**src/rtl/rfde_pkg.sv**
```systemverilog
// Shared types, constants and colour packing for the RGB565 draw engine.
`timescale 1ns / 1ps

package rfde_pkg;

   localparam int DEF_WIDTH  = 320;
   localparam int DEF_HEIGHT = 240;

   localparam int COORD_W = 10;
   localparam int COLOR_W = 16;
   localparam int SIZE_W  = 4;
   localparam int CHAN_W  = 8;

   localparam logic [COLOR_W-1:0] BOX_COLOR_RESET = 16'hE0FF;

   localparam logic [1:0] CMD_PIXEL = 2'd0;
   localparam logic [1:0] CMD_FILL  = 2'd1;
   localparam logic [1:0] CMD_BOX   = 2'd2;
   localparam logic [1:0] CMD_READ  = 2'd3;

   typedef struct packed {
      logic [1:0]         cmd;
      logic [COORD_W-1:0] x0;
      logic [COORD_W-1:0] y0;
      logic [COORD_W-1:0] x1;
      logic [COORD_W-1:0] y1;
      logic [CHAN_W-1:0]  red;
      logic [CHAN_W-1:0]  green;
      logic [CHAN_W-1:0]  blue;
      logic [COLOR_W-1:0] fill_color;
      logic [SIZE_W-1:0]  size;
   } req_type;

   typedef struct packed {
      logic               valid;
      logic               status;
      logic [COLOR_W-1:0] pixel;
   } rsp_type;

   // Keep the top bits of each channel: 5 red, 6 green, 5 blue.
   function automatic logic [COLOR_W-1:0] pack565(input logic [CHAN_W-1:0] r,
                                                  input logic [CHAN_W-1:0] g,
                                                  input logic [CHAN_W-1:0] b);
      pack565 = {r[7:3], g[7:2], b[7:3]};
   endfunction

endpackage

```
**src/rtl/rfde_draw_seq.sv**
```systemverilog
// Command sequencer: range checks, pixel walk for squares and outlines, read-back.
`timescale 1ns / 1ps

module rfde_draw_seq
   import rfde_pkg::*;
#(
   parameter int WIDTH  = DEF_WIDTH,
   parameter int HEIGHT = DEF_HEIGHT,
   parameter int ADDR_W = $clog2(DEF_WIDTH * DEF_HEIGHT)
) (
   input  logic               clock,
   input  logic               reset,
   input  logic               start,
   input  req_type            req,
   input  logic [COLOR_W-1:0] box_color,
   output logic               busy,
   output logic               ram_we,
   output logic               ram_re,
   output logic [ADDR_W-1:0]  ram_addr,
   output logic [COLOR_W-1:0] ram_wdata,
   input  logic [COLOR_W-1:0] ram_rdata,
   output rsp_type            rsp
);

   localparam int CX_W   = COORD_W + 1;
   localparam int PROD_W = 2 * COORD_W;

   localparam logic [COORD_W-1:0] W_C   = COORD_W'(WIDTH);
   localparam logic [COORD_W-1:0] H_C   = COORD_W'(HEIGHT);
   localparam logic [CX_W-1:0]    W_EXT = CX_W'(WIDTH);
   localparam logic [CX_W-1:0]    H_EXT = CX_W'(HEIGHT);

   localparam logic [2:0] S_IDLE    = 3'd0;
   localparam logic [2:0] S_FILL    = 3'd1;
   localparam logic [2:0] S_BOX     = 3'd2;
   localparam logic [2:0] S_RD_WAIT = 3'd3;
   localparam logic [2:0] S_RD_DONE = 3'd4;

   logic [2:0]         state_ff, state_in;
   logic [COORD_W-1:0] bx_ff, bx_in, by_ff, by_in, ex_ff, ex_in, ey_ff, ey_in;
   logic [COLOR_W-1:0] fc_ff, fc_in;
   logic [SIZE_W-1:0]  size_ff, size_in, i_ff, i_in, j_ff, j_in;
   logic [1:0]         phase_ff, phase_in;
   logic [COORD_W-1:0] cnt_ff, cnt_in;

   logic               op_we_ff, op_we_in, op_re_ff, op_re_in;
   logic [COORD_W-1:0] op_x_ff, op_x_in, op_y_ff, op_y_in;
   logic [COLOR_W-1:0] op_color_ff, op_color_in;

   logic               rsp_valid_ff, rsp_valid_in, rsp_status_ff, rsp_status_in;
   logic [COLOR_W-1:0] rsp_pixel_ff, rsp_pixel_in;

   logic               in_frame, fill_bad, box_bad, box_last;
   logic [SIZE_W-1:0]  size_last;
   logic [PROD_W-1:0]  lin;

   assign in_frame = (req.x0 < W_C) && (req.y0 < H_C);
   assign fill_bad = (({1'b0, req.x0} + CX_W'(req.size)) > W_EXT) ||
                     (({1'b0, req.y0} + CX_W'(req.size)) > H_EXT);
   assign box_bad  = (req.x0 >= W_C) || (req.x1 >= W_C) || (req.y0 >= H_C) ||
                     (req.y1 >= H_C) || (req.x0 > req.x1) || (req.y0 > req.y1);

   assign size_last = size_ff - SIZE_W'(1);
   assign box_last  = (cnt_ff == (phase_ff[1] ? ey_ff : ex_ff));

   always_comb begin
      state_in      = state_ff;
      bx_in         = bx_ff;
      by_in         = by_ff;
      ex_in         = ex_ff;
      ey_in         = ey_ff;
      fc_in         = fc_ff;
      size_in       = size_ff;
      i_in          = i_ff;
      j_in          = j_ff;
      phase_in      = phase_ff;
      cnt_in        = cnt_ff;
      op_we_in      = 1'b0;
      op_re_in      = 1'b0;
      op_x_in       = op_x_ff;
      op_y_in       = op_y_ff;
      op_color_in   = op_color_ff;
      rsp_valid_in  = 1'b0;
      rsp_status_in = rsp_status_ff;
      rsp_pixel_in  = rsp_pixel_ff;

      unique case (state_ff)
         S_IDLE: begin
            if (start) begin
               unique case (req.cmd)
                  CMD_PIXEL: begin
                     op_we_in      = in_frame;
                     op_x_in       = req.x0;
                     op_y_in       = req.y0;
                     op_color_in   = pack565(req.red, req.green, req.blue);
                     rsp_valid_in  = 1'b1;
                     rsp_status_in = !in_frame;
                     rsp_pixel_in  = '0;
                  end
                  CMD_FILL: begin
                     bx_in   = req.x0;
                     by_in   = req.y0;
                     fc_in   = req.fill_color;
                     size_in = req.size;
                     i_in    = '0;
                     j_in    = '0;
                     if (fill_bad || (req.size == '0)) begin
                        rsp_valid_in  = 1'b1;
                        rsp_status_in = fill_bad;
                        rsp_pixel_in  = '0;
                     end else begin
                        state_in = S_FILL;
                     end
                  end
                  CMD_BOX: begin
                     bx_in    = req.x0;
                     by_in    = req.y0;
                     ex_in    = req.x1;
                     ey_in    = req.y1;
                     phase_in = 2'd0;
                     cnt_in   = req.x0;
                     if (box_bad) begin
                        rsp_valid_in  = 1'b1;
                        rsp_status_in = 1'b1;
                        rsp_pixel_in  = '0;
                     end else begin
                        state_in = S_BOX;
                     end
                  end
                  CMD_READ: begin
                     op_x_in = req.x0;
                     op_y_in = req.y0;
                     if (in_frame) begin
                        op_re_in = 1'b1;
                        state_in = S_RD_WAIT;
                     end else begin
                        rsp_valid_in  = 1'b1;
                        rsp_status_in = 1'b1;
                        rsp_pixel_in  = '0;
                     end
                  end
               endcase
            end
         end
         S_FILL: begin
            op_we_in    = 1'b1;
            op_x_in     = bx_ff + COORD_W'(i_ff);
            op_y_in     = by_ff + COORD_W'(j_ff);
            op_color_in = fc_ff;
            if (i_ff == size_last) begin
               i_in = '0;
               if (j_ff == size_last) begin
                  rsp_valid_in  = 1'b1;
                  rsp_status_in = 1'b0;
                  rsp_pixel_in  = '0;
                  state_in      = S_IDLE;
               end else begin
                  j_in = j_ff + SIZE_W'(1);
               end
            end else begin
               i_in = i_ff + SIZE_W'(1);
            end
         end
         S_BOX: begin
            op_we_in    = 1'b1;
            op_color_in = box_color;
            unique case (phase_ff)
               2'd0: begin
                  op_x_in = cnt_ff;
                  op_y_in = by_ff;
               end
               2'd1: begin
                  op_x_in = cnt_ff;
                  op_y_in = ey_ff;
               end
               2'd2: begin
                  op_x_in = bx_ff;
                  op_y_in = cnt_ff;
               end
               default: begin
                  op_x_in = ex_ff;
                  op_y_in = cnt_ff;
               end
            endcase
            if (box_last) begin
               unique case (phase_ff)
                  2'd0: begin
                     phase_in = 2'd1;
                     cnt_in   = bx_ff;
                  end
                  2'd1: begin
                     phase_in = 2'd2;
                     cnt_in   = by_ff;
                  end
                  2'd2: begin
                     phase_in = 2'd3;
                     cnt_in   = by_ff;
                  end
                  default: begin
                     rsp_valid_in  = 1'b1;
                     rsp_status_in = 1'b0;
                     rsp_pixel_in  = '0;
                     state_in      = S_IDLE;
                  end
               endcase
            end else begin
               cnt_in = cnt_ff + COORD_W'(1);
            end
         end
         S_RD_WAIT: begin
            state_in = S_RD_DONE;
         end
         S_RD_DONE: begin
            rsp_valid_in  = 1'b1;
            rsp_status_in = 1'b0;
            rsp_pixel_in  = ram_rdata;
            state_in      = S_IDLE;
         end
         default: begin
            state_in = S_IDLE;
         end
      endcase
   end

   always_ff @(posedge clock) begin
      if (reset) begin
         state_ff     <= S_IDLE;
         op_we_ff     <= 1'b0;
         op_re_ff     <= 1'b0;
         rsp_valid_ff <= 1'b0;
      end else begin
         state_ff     <= state_in;
         op_we_ff     <= op_we_in;
         op_re_ff     <= op_re_in;
         rsp_valid_ff <= rsp_valid_in;
      end
   end

   always_ff @(posedge clock) begin
      bx_ff         <= bx_in;
      by_ff         <= by_in;
      ex_ff         <= ex_in;
      ey_ff         <= ey_in;
      fc_ff         <= fc_in;
      size_ff       <= size_in;
      i_ff          <= i_in;
      j_ff          <= j_in;
      phase_ff      <= phase_in;
      cnt_ff        <= cnt_in;
      op_x_ff       <= op_x_in;
      op_y_ff       <= op_y_in;
      op_color_ff   <= op_color_in;
      rsp_status_ff <= rsp_status_in;
      rsp_pixel_ff  <= rsp_pixel_in;
   end

   // Row-major address from the registered coordinates.
   assign lin       = PROD_W'(op_y_ff) * PROD_W'(WIDTH) + PROD_W'(op_x_ff);
   assign ram_addr  = lin[ADDR_W-1:0];
   assign ram_we    = op_we_ff;
   assign ram_re    = op_re_ff;
   assign ram_wdata = op_color_ff;

   assign busy = (state_ff != S_IDLE);
   assign rsp  = '{valid: rsp_valid_ff, status: rsp_status_ff, pixel: rsp_pixel_ff};

`ifndef ASSERT_OFF
   a_rsp_when_idle: assert property (@(posedge clock) disable iff (reset)
      rsp_valid_ff |-> (state_ff == S_IDLE))
      else $error("response word raised while a command is still running");

   a_single_access: assert property (@(posedge clock) disable iff (reset)
      !(op_we_ff && op_re_ff))
      else $error("frame store written and read in the same cycle");

   a_write_in_frame: assert property (@(posedge clock) disable iff (reset)
      op_we_ff |-> ((op_x_ff < W_C) && (op_y_ff < H_C)))
      else $error("pixel write outside the frame");

   a_fill_counters: assert property (@(posedge clock) disable iff (reset)
      (state_ff == S_FILL) |-> ((i_ff < size_ff) && (j_ff < size_ff)))
      else $error("fill counters past the square side");

   a_read_latency: assert property (@(posedge clock) disable iff (reset)
      (state_ff == S_RD_WAIT) |=> (state_ff == S_RD_DONE))
      else $error("read-back did not wait exactly one cycle");
`endif

endmodule

```
**config.mk**
```make
export PLATFORM = sky130hd
export DESIGN_NAME = rfde_draw_seq
export DESIGN_NICKNAME = d
export VERILOG_FILES = /design/src/rtl/rfde_pkg.sv /design/src/rtl/rfde_draw_seq.sv
export SDC_FILE = /design/constraint.sdc
export NUM_CORES = 1
export LEC_CHECK = 0
export BUFFER_PORTS_ARGS = -buffer_cell sky130_fd_sc_hd__buf_2
export CAP_MARGIN = 30
export CORE_MARGIN = 2
export CORE_UTILIZATION = 51
export CTS_CLUSTER_DIAMETER = 100
export DETAILED_ROUTE_END_ITERATION = 16
export GPL_ROUTABILITY_DRIVEN = 0
export PLACE_DENSITY = 0.78
export SLEW_MARGIN = 20
export SYNTH_ARGS = -nofsm -noshare
export SYNTH_HDL_FRONTEND = slang
export SYNTH_SLANG_ARGS = --single-unit
```
**constraint.sdc**
```tcl
create_clock -name clock -period 4.9 [get_ports clock]
set_clock_uncertainty 0.15 [all_clocks]
set_input_delay 0.98 -clock clock [delete_from_list [all_inputs] [get_ports clock]]
set_output_delay 0.98 -clock clock [all_outputs]
set_load 0.02 [all_outputs]
```
**Word-level counts from Yosys, hierarchy flattened**

Index checks and enable logic that the tools add are counted.
Widths: inputs -> output; s select.

- Bitwise gates (word level): 3
- $add $sub $neg: 9
- Multiply operators: 1
- Mux-type cells: 73
- Order comparisons: 10
- Equal/unequal tests: 31
- Reduce and logical (&&, ||, !) cells: 36

Operators by type and width:

| operator | count |
|---|---|
| $mux 16 | 10 |
| $pmux 16 s4 | 2 |
| $mux 10 | 8 |
| $pmux 10 s2 | 4 |
| $pmux 10 s3 | 2 |
| $pmux 16 s3 | 1 |
| $mux 3 | 8 |
| $add 10x4->11 | 2 |
| $add 10x4->10 | 2 |
| $ge 10x8->1 const B | 2 |
| $ge 10x9->1 const B | 2 |
| $gt 10x10->1 | 2 |
| $mux 4 | 5 |
| $mux 1 | 19 |
| $ne 3x3->1 const B | 6 |
| $reduce_and 3->1 | 6 |
| $reduce_and 9->1 | 2 |
| $add 17x10->17 | 1 |
| $pmux 1 s4 | 4 |
| $pmux 4 s2 | 2 |
| $ne 2x2->1 const B | 7 |
| $pmux 3 s4 | 1 |
| $gt 11x8->1 const B | 1 |
| $gt 11x9->1 const B | 1 |
| other kinds (36) | 63 |

- Input bits: 121
- Output and inout port bits: 54
- Logic and storage cells: 182
- Register bits after elaboration: 139

**Depth between registers and ports, before layout**

Gate-level depths: netlist (run 1).

- Depth after elaboration: 10
- Depth in mapped cells: 11
- Gate-level depth less buffers: 11

**Least setup slack after synthesis (run 1)**

Ideal clock, no wire load.

- Path type: input -> register
- Start: in req[0] in the netlist's numbering
- End: reg rsp_pixel_ff[0], enable pin
- Path slack: 0.248 ns
- Buffers on the path: 0
- Data arrival time: 4.082 ns
- Stages on the path: 10
- Data required time: 4.330 ns
- Library setup time: 0.420 ns
- Cell sequence: ha_1 inv_1 fa_1 nand2b_1 o2bb2ai_1 or3_1 a221o_1 nand4_1 nor2_1 a221oi_1

- Word-level cells in the longest chain between the ends: 6
- Elaborated cells between the ends (all ways): 9
- Those cells by class: add/sub (2); order compare (2); eq/ne (1); reduce/logical (4)

RTL lines:

| what | line | RTL |
|---|---|---|
| start: declaration | rfde_draw_seq.sv:14 | `input req_type req,` |
| $add 10x4->11, on equally long branches | rfde_draw_seq.sv:58, rfde_draw_seq.sv:59 |  |
| $gt 11x9->1 / $gt 11x8->1 (equally long branches) | rfde_draw_seq.sv:58, rfde_draw_seq.sv:59 |  |
| $logic_or 1x1->1 | rfde_draw_seq.sv:58 | `assign fill_bad = (({1'b0, req.x0} + CX_W'(req.size)) > W_EXT) \|\|` |
| $logic_or 1x1->1 (*) | rfde_draw_seq.sv:107 | `if (fill_bad \|\| (req.size == '0)) begin` |
| $ne 3x3->1 (no source line) (*) | -- |  |
| $reduce_and 9->1 (no source line) (*) | -- |  |
| end signal: assignment | rfde_draw_seq.sv:254 | `rsp_pixel_ff <= rsp_pixel_in;` |
| end: declaration | rfde_draw_seq.sv:51 | `logic [COLOR_W-1:0] rsp_pixel_ff, rsp_pixel_in;` |

Every way passes the cells marked *; elsewhere a longest branch is shown, timed or not.
A chain may end at the register's enable or synchronous reset.

**Worst setup path in the final report (run 1)**

- Start: reg op_y_ff[1]
- End: out ram_addr[16]

- Word-level cells in the longest chain between the ends: 2

RTL lines:

| what | line | RTL |
|---|---|---|
| start: declaration | rfde_draw_seq.sv:47 | `logic [COORD_W-1:0] op_x_ff, op_x_in, op_y_ff, op_y_in;` |
| start signal: assignment | rfde_draw_seq.sv:251 | `op_y_ff <= op_y_in;` |
| $mul 10x3->11 | rfde_draw_seq.sv:258 | `assign lin = PROD_W'(op_y_ff) * PROD_W'(WIDTH) + PROD_W'(op_x_ff);` |
| $add 17x10->17 | rfde_draw_seq.sv:258 |  |
| end: declaration | rfde_draw_seq.sv:19 | `output logic [ADDR_W-1:0] ram_addr,` |

Every way passes these cells.

==> results of run 1 <==
state kept, by name (all words and copies together) (netlist names), 2 cells and up:
name	count
ram_wdata	16
bx_ff	10
rsp_pixel_ff	16
fc_ff	16
j_ff	4
size_ff	4
state_ff	3
cnt_ff	10
by_ff	10
i_ff	4
ex_ff	10
op_x_ff	10
ey_ff	10
op_y_ff	10
phase_ff	2
cell usage after synthesis, types with 8 or more instances:
master	instances
nand2_1	93
nand3_1	18
a22oi_1	48
inv_1	49
xor2_1	36
nand4_1	12
nand2b_1	9
mux2i_1	24
a21oi_1	42
and2_1	22
and3_1	8
ha_1	69
a21o_1	13
nor2_1	37
buf_4	8
xnor2_1	25
nor3_1	9
o21ai_0	61
nor2b_1	11
edfxtp_1	133
clkbuf_1	28
routing by layer:
layer | wire length (µm) | share of wire (%) | track usage [%] | up-vias
met4 | 573 | 2.5 | 9.03 | 0
met1 | 9190 | 41 | 33.4 | 3304
met3 | 1870 | 8.2 | 5.18 | 45
met5 | 0 | 0 | 0 | -
met2 | 11100 | 49 | 41.4 | 358
li1 | - | - | - | 3353
critical path, cell delays in order (launching register included):
cell      delay, ns
edfxtp_1       0.42
ha_1           0.31
ha_1           0.21
inv_1          0.07
fa_1           0.20
nor2b_1        0.06
o21ai_0        0.20
a21oi_1        0.13
or4b_2         0.61
nand3_1        0.14
nand3_1        0.11
xnor3_1        0.22
buf_2          0.16
logic make-up after synthesis:
| group | share of synthesized area, % |
|---|---|
| AO/OA/AOI/OAI | 14.9 |
| XOR/XNOR | 6.35 |
| multiplexers | 2.74 |
| buffers and inverters | 4.41 |
| AND/OR/NAND/NOR | 13.5 |
| adder cells (fa/ha/maj) | 11.2 |
| flip-flops | 46.9 |
final timing paths:
kind                                      end        start
worst max-delay path             ram_addr[16]   op_y_ff[1]
worst min-delay path            ram_wdata[12]    fc_ff[12]
worst max register to register      cnt_ff[3]  phase_ff[1]
worst min register to register  ram_wdata[12]    fc_ff[12]
layout make-up:
type	instances	area share, %
clock buffers	18	4.15
clock inverters	14	1.19
inverters	49	1.78
multi-input cells	604	41.4
flip-flops and latches	139	39.8
well taps	220	2.66
repair buffers	177	8.99
power breakdown:
part	leakage (nW)	switching [mW]	total (mW)	internal (mW)
registers	1.30	0.0983	1.62	1.52
logic	2.87	0.955	1.57	0.611
clock network	0.260	0.504	1.20	0.696
==> flow_summary.json, run 1 <==
{
  "ir_drop_uv": 454,
  "core_area_um2": 16700,
  "synth_nets": 1031,
  "syn_to_final_growth_pct": 17.9,
  "syn_area_um2": 8770,
  "post_cts_buffers": 0,
  "dp_cells": 1188,
  "die_w_um": 135,
  "required_ns": 3.77,
  "status": "complete, no violations",
  "powerDensity_nw_per_um2": 424,
  "ys_ff_latch": 139,
  "n_antenna_cell": 0,
  "grt_max_degree": 34,
  "fin_cells": 1221,
  "avgRoutedWirePerCell_um": 18.6,
  "pre_cts_ws_ns": 0.907,
  "hold_path_depth": 2,
  "yosysWarnings": 0,
  "synthFlopType": "edfxtp_1",
  "dieArea_um2": 18300,
  "path_max_fanout": 3,
  "wl_mm": 22.7,
  "async_reset_ff_share_pct": 0,
  "synth_cells": 835,
  "cts_root_buf": "clkbuf_16",
  "hpwl_mm": 17.0,
  "avgSynthCellArea_um2": 10.5,
  "slew_headroom_pct": 44.6,
  "cts.htree.levels": 4,
  "antenna_found_initial": 1,
  "startpoint_type": "register",
  "cts.sinks": 139,
  "grt_usage_pct": 25.2,
  "drt_iter0_drc": 709,
  "hold_class": "reg -> reg",
  "synth_area_leaders": "edfxtp_1 (46%), ha_1 (9.8%), a22oi_1 (4.1%)",
  "drc": 0,
  "nNetsFinal": 1184,
  "grt-ovfl-total": 0,
  "setup_ws_ns": 0.512,
  "synth_edf_count": 133,
  "setup_viol": 0,
  "vias_per_cell": 5.78,
  "critPathKind": "reg -> out",
  "cts_tree": "done",
  "drtPass1Iterations": 6,
  "fin_crit_sh_pct": 89.5,
  "cp-end-kind": "output pin",
  "rsz0062_at_grt": "no",
  "multi_input_area_um2": 4280,
  "ctsHoldBuffers": 0,
  "drtAntennaViolNets": 0,
  "ys_types": 59,
  "clk_pin_slew_worst_paths_ns": 0.06,
  "finalHoldViolCount": 0,
  "worstPathArrival_ns": 3.26,
  "tightest_slew_ns": 0.829,
  "fmax_mhz": 228,
  "reg2reg_slack_ns": 1.67,
  "synth_top_cell_by_area": "edfxtp_1",
  "clk_latency_ns": 0.43,
  "hold_ws_ns": 0.385,
  "port_buffers": 166,
  "initial_core_util_pct": 52.5,
  "num_vias": 7060,
  "tns_ns": 0,
  "io-pin-count": 175,
  "cts-resized-gates": 0,
  "layout_commonest_cell": "buf_2",
  "leakage_nw": 4.43,
  "num_rows": 47,
  "drv_cap": 0,
  "worst_r2r_path_depth": 8,
  "drv_slew": 0,
  "drive_gt1_share_pct": 21.8,
  "place_area_um2": 9770,
  "regArea_um2": 4110,
  "cts_buffers": 17,
  "die_h_um": 135,
  "seq_area_frac_synth_pct": 46.9,
  "final_core_util_pct": 61.9,
  "grt_pass1_vias": 6677,
  "clockBufferDepth": 2,
  "grt_pass1_wl_mm": 35.2,
  "finalCriticalPeriod_ns": 4.39,
  "p_total_mw": 4.39,
  "post-synth-top-area-fraction_pct": 45.6,
  "final_cell_mix": "buf_2 (166), edfxtp_1 (133), nand2_1 (93)",
  "fin_area_um2": 10300,
  "fillers": 1372
}
No activity file was read; power rests on OpenSTA's default activity.
==> run 2, diff against run 1 <==
- REMOVE_ABC_BUFFERS: default -> 1
==> run 2 against run 1 <==
  * Critical path depth unchanged
  * Global-route usage down 0.71 points
  * Combinational power about the same
  * Clock-buffer cell count unchanged
  * Sequential share of layout area up 0.11 points
  * Core utilization down 0.16 points
  * Worst setup slack better by 0.0095 ns
  * Flip-flop and latch count unchanged
  * Maximum frequency up 0.22%
  * Die area unchanged
  * Sequential power about the same
  * Cell count down 0.16%
==> flow_summary.json, run 2 (same netlist as run 1, synthesis figures left out) <==
{
  "reg2reg_from": "phase_ff[1]",
  "cts_tree": "done",
  "finalHoldViolCount": 0,
  "dieArea_um2": 18300,
  "tightest_slew_ns": 0.952,
  "port_buffers": 166,
  "clk_pin_slew_worst_paths_ns": 0.06,
  "p_total_mw": 4.35,
  "die_w_um": 135,
  "rsz0062_at_grt": "no",
  "status": "complete, no violations",
  "required_ns": 3.77,
  "post_cts_buffers": 0,
  "fin_cells": 1219,
  "hold_class": "reg -> reg",
  "grt_pass1_vias": 6741,
  "critPathKind": "reg -> out",
  "hpwl_mm": 16.7,
  "io-pin-count": 175,
  "antenna_found_initial": 0,
  "grt_usage_pct": 24.5,
  "setup_viol": 0,
  "fin_crit_sh_pct": 89.4,
  "cp-end-kind": "output pin",
  "min_from": "fc_ff[9]",
  "initial_core_util_pct": 52.5,
  "cts-resized-gates": 0,
  "hold_path_depth": 2,
  "layout_commonest_cell": "buf_2",
  "powerDensity_nw_per_um2": 422,
  "cts_root_buf": "clkbuf_16",
  "drv_slew": 0,
  "final_core_util_pct": 61.7,
  "cts.sinks": 139,
  "finalCriticalPeriod_ns": 4.38,
  "critPathTopFamily": "simple AND/OR/NAND/NOR gates",
  "path_buf_inv": 2,
  "grt_max_degree": 34,
  "cts.htree.levels": 4,
  "drive_gt1_share_pct": 21.7,
  "core_area_um2": 16700,
  "drv_cap": 0,
  "fmax_mhz": 228,
  "pre_cts_ws_ns": 0.825,
  "path_max_fanout": 3,
  "num_vias": 7018,
  "dp_cells": 1185,
  "fin_area_um2": 10300,
  "place_area_um2": 9740,
  "tns_ns": 0,
  "final_cell_mix": "buf_2 (166), edfxtp_1 (133), nand2_1 (93)",
  "drt_iter0_drc": 754,
  "ir_drop_uv": 448,
  "syn_to_final_growth_pct": 17.5,
  "drtAntennaViolNets": 0,
  "grt_pass1_wl_mm": 34.8,
  "leakage_nw": 4.42,
  "die_h_um": 135,
  "setup_ws_ns": 0.522,
  "clockBufferDepth": 2,
  "drtPass1Iterations": 7,
  "wl_mm": 22.0,
  "cpMaxStageDelayCell": "or4b_2",
  "drc": 0,
  "vias_per_cell": 5.76,
  "clk_latency_ns": 0.43,
  "holdPathEnd": "ram_wdata[9]",
  "slew_headroom_pct": 36.4,
  "reg2reg_to": "rsp_pixel_ff[12]",
  "avgRoutedWirePerCell_um": 18.0,
  "cts_buffers": 17,
  "nNetsFinal": 1182,
  "num_rows": 47,
  "slowest_delay_ns": 0.62,
  "reg2reg_slack_ns": 1.54,
  "worst_r2r_path_depth": 9,
  "crit_chain": "ha_1 > ha_1 > inv_1 > fa_1 > nor2b_1 > o21ai_0 > a21oi_1 > or4b_2 > nand3_1 > nand3_1 > xnor3_1 > buf_2",
  "startpoint_type": "register",
  "grt-ovfl-total": 0,
  "fillers": 1390,
  "ctsHoldBuffers": 0,
  "worstPathArrival_ns": 3.25,
  "n_antenna_cell": 0,
  "hold_ws_ns": 0.384
}
[run 2: changes by cell type in the layout (fill, tap and decap cells not counted)]
cell	delta
clkinv_1	-1
buf_6	-1
clkinv_4	+1
clkinvlp_4	-1
clkinv_2	-1
buf_4	-1
bufinv_16	-1
inv_8	+1
inv_6	+2
[run 2: layer usage]
layer  vias up  wire length, µm  track usage [%]
met5         -                0                0
met4         0              635             8.51
met3        50             1790             6.23
met2       305            10300             39.3
met1      3307             9220             32.7
li1       3356                -                -
[run 2: power breakdown]
part	internal [mW]	switching (mW)	total (mW)
logic	0.607	0.939	1.55
registers	1.52	0.0992	1.62
clock network	0.656	0.531	1.19
[run 2: how the worst max path moves through the flow]
stage                          start               end  slack, ns  depth (start not counted)
final                     op_y_ff[1]      ram_addr[16]       0.52                         12
after global routing      op_y_ff[1]      ram_addr[16]       0.23                         12
after CTS                 op_y_ff[1]      ram_addr[16]       0.48                         12
after detailed placement     req[74]  rsp_pixel_ff[15]       0.83                         12
after global placement       req[74]   rsp_pixel_ff[9]       0.92                         12
after floorplan               req[0]   rsp_pixel_ff[0]       0.25                         10
[run 2: cell type report]
class | instances | area, µm² | share of cell area, %
multi-input cells | 604 | 4280 | 41.5
well taps | 220 | 275 | 2.67
clock buffers | 18 | 429 | 4.16
flip-flops and latches | 139 | 4110 | 39.9
inverters | 49 | 184 | 1.78
clock inverters | 14 | 114 | 1.10
repair buffers | 175 | 910 | 8.83
[run 2: worst register-to-register path: stages (launching register included)]
cell and delay (ns):
edfxtp_1 0.77, mux2i_1 0.29, xor2_1 0.21, nand4_1 0.16
nor4_4 0.23, buf_4 0.29, a311oi_1 0.20, and2_1 0.26
a221oi_2 0.22, buf_4 0.27
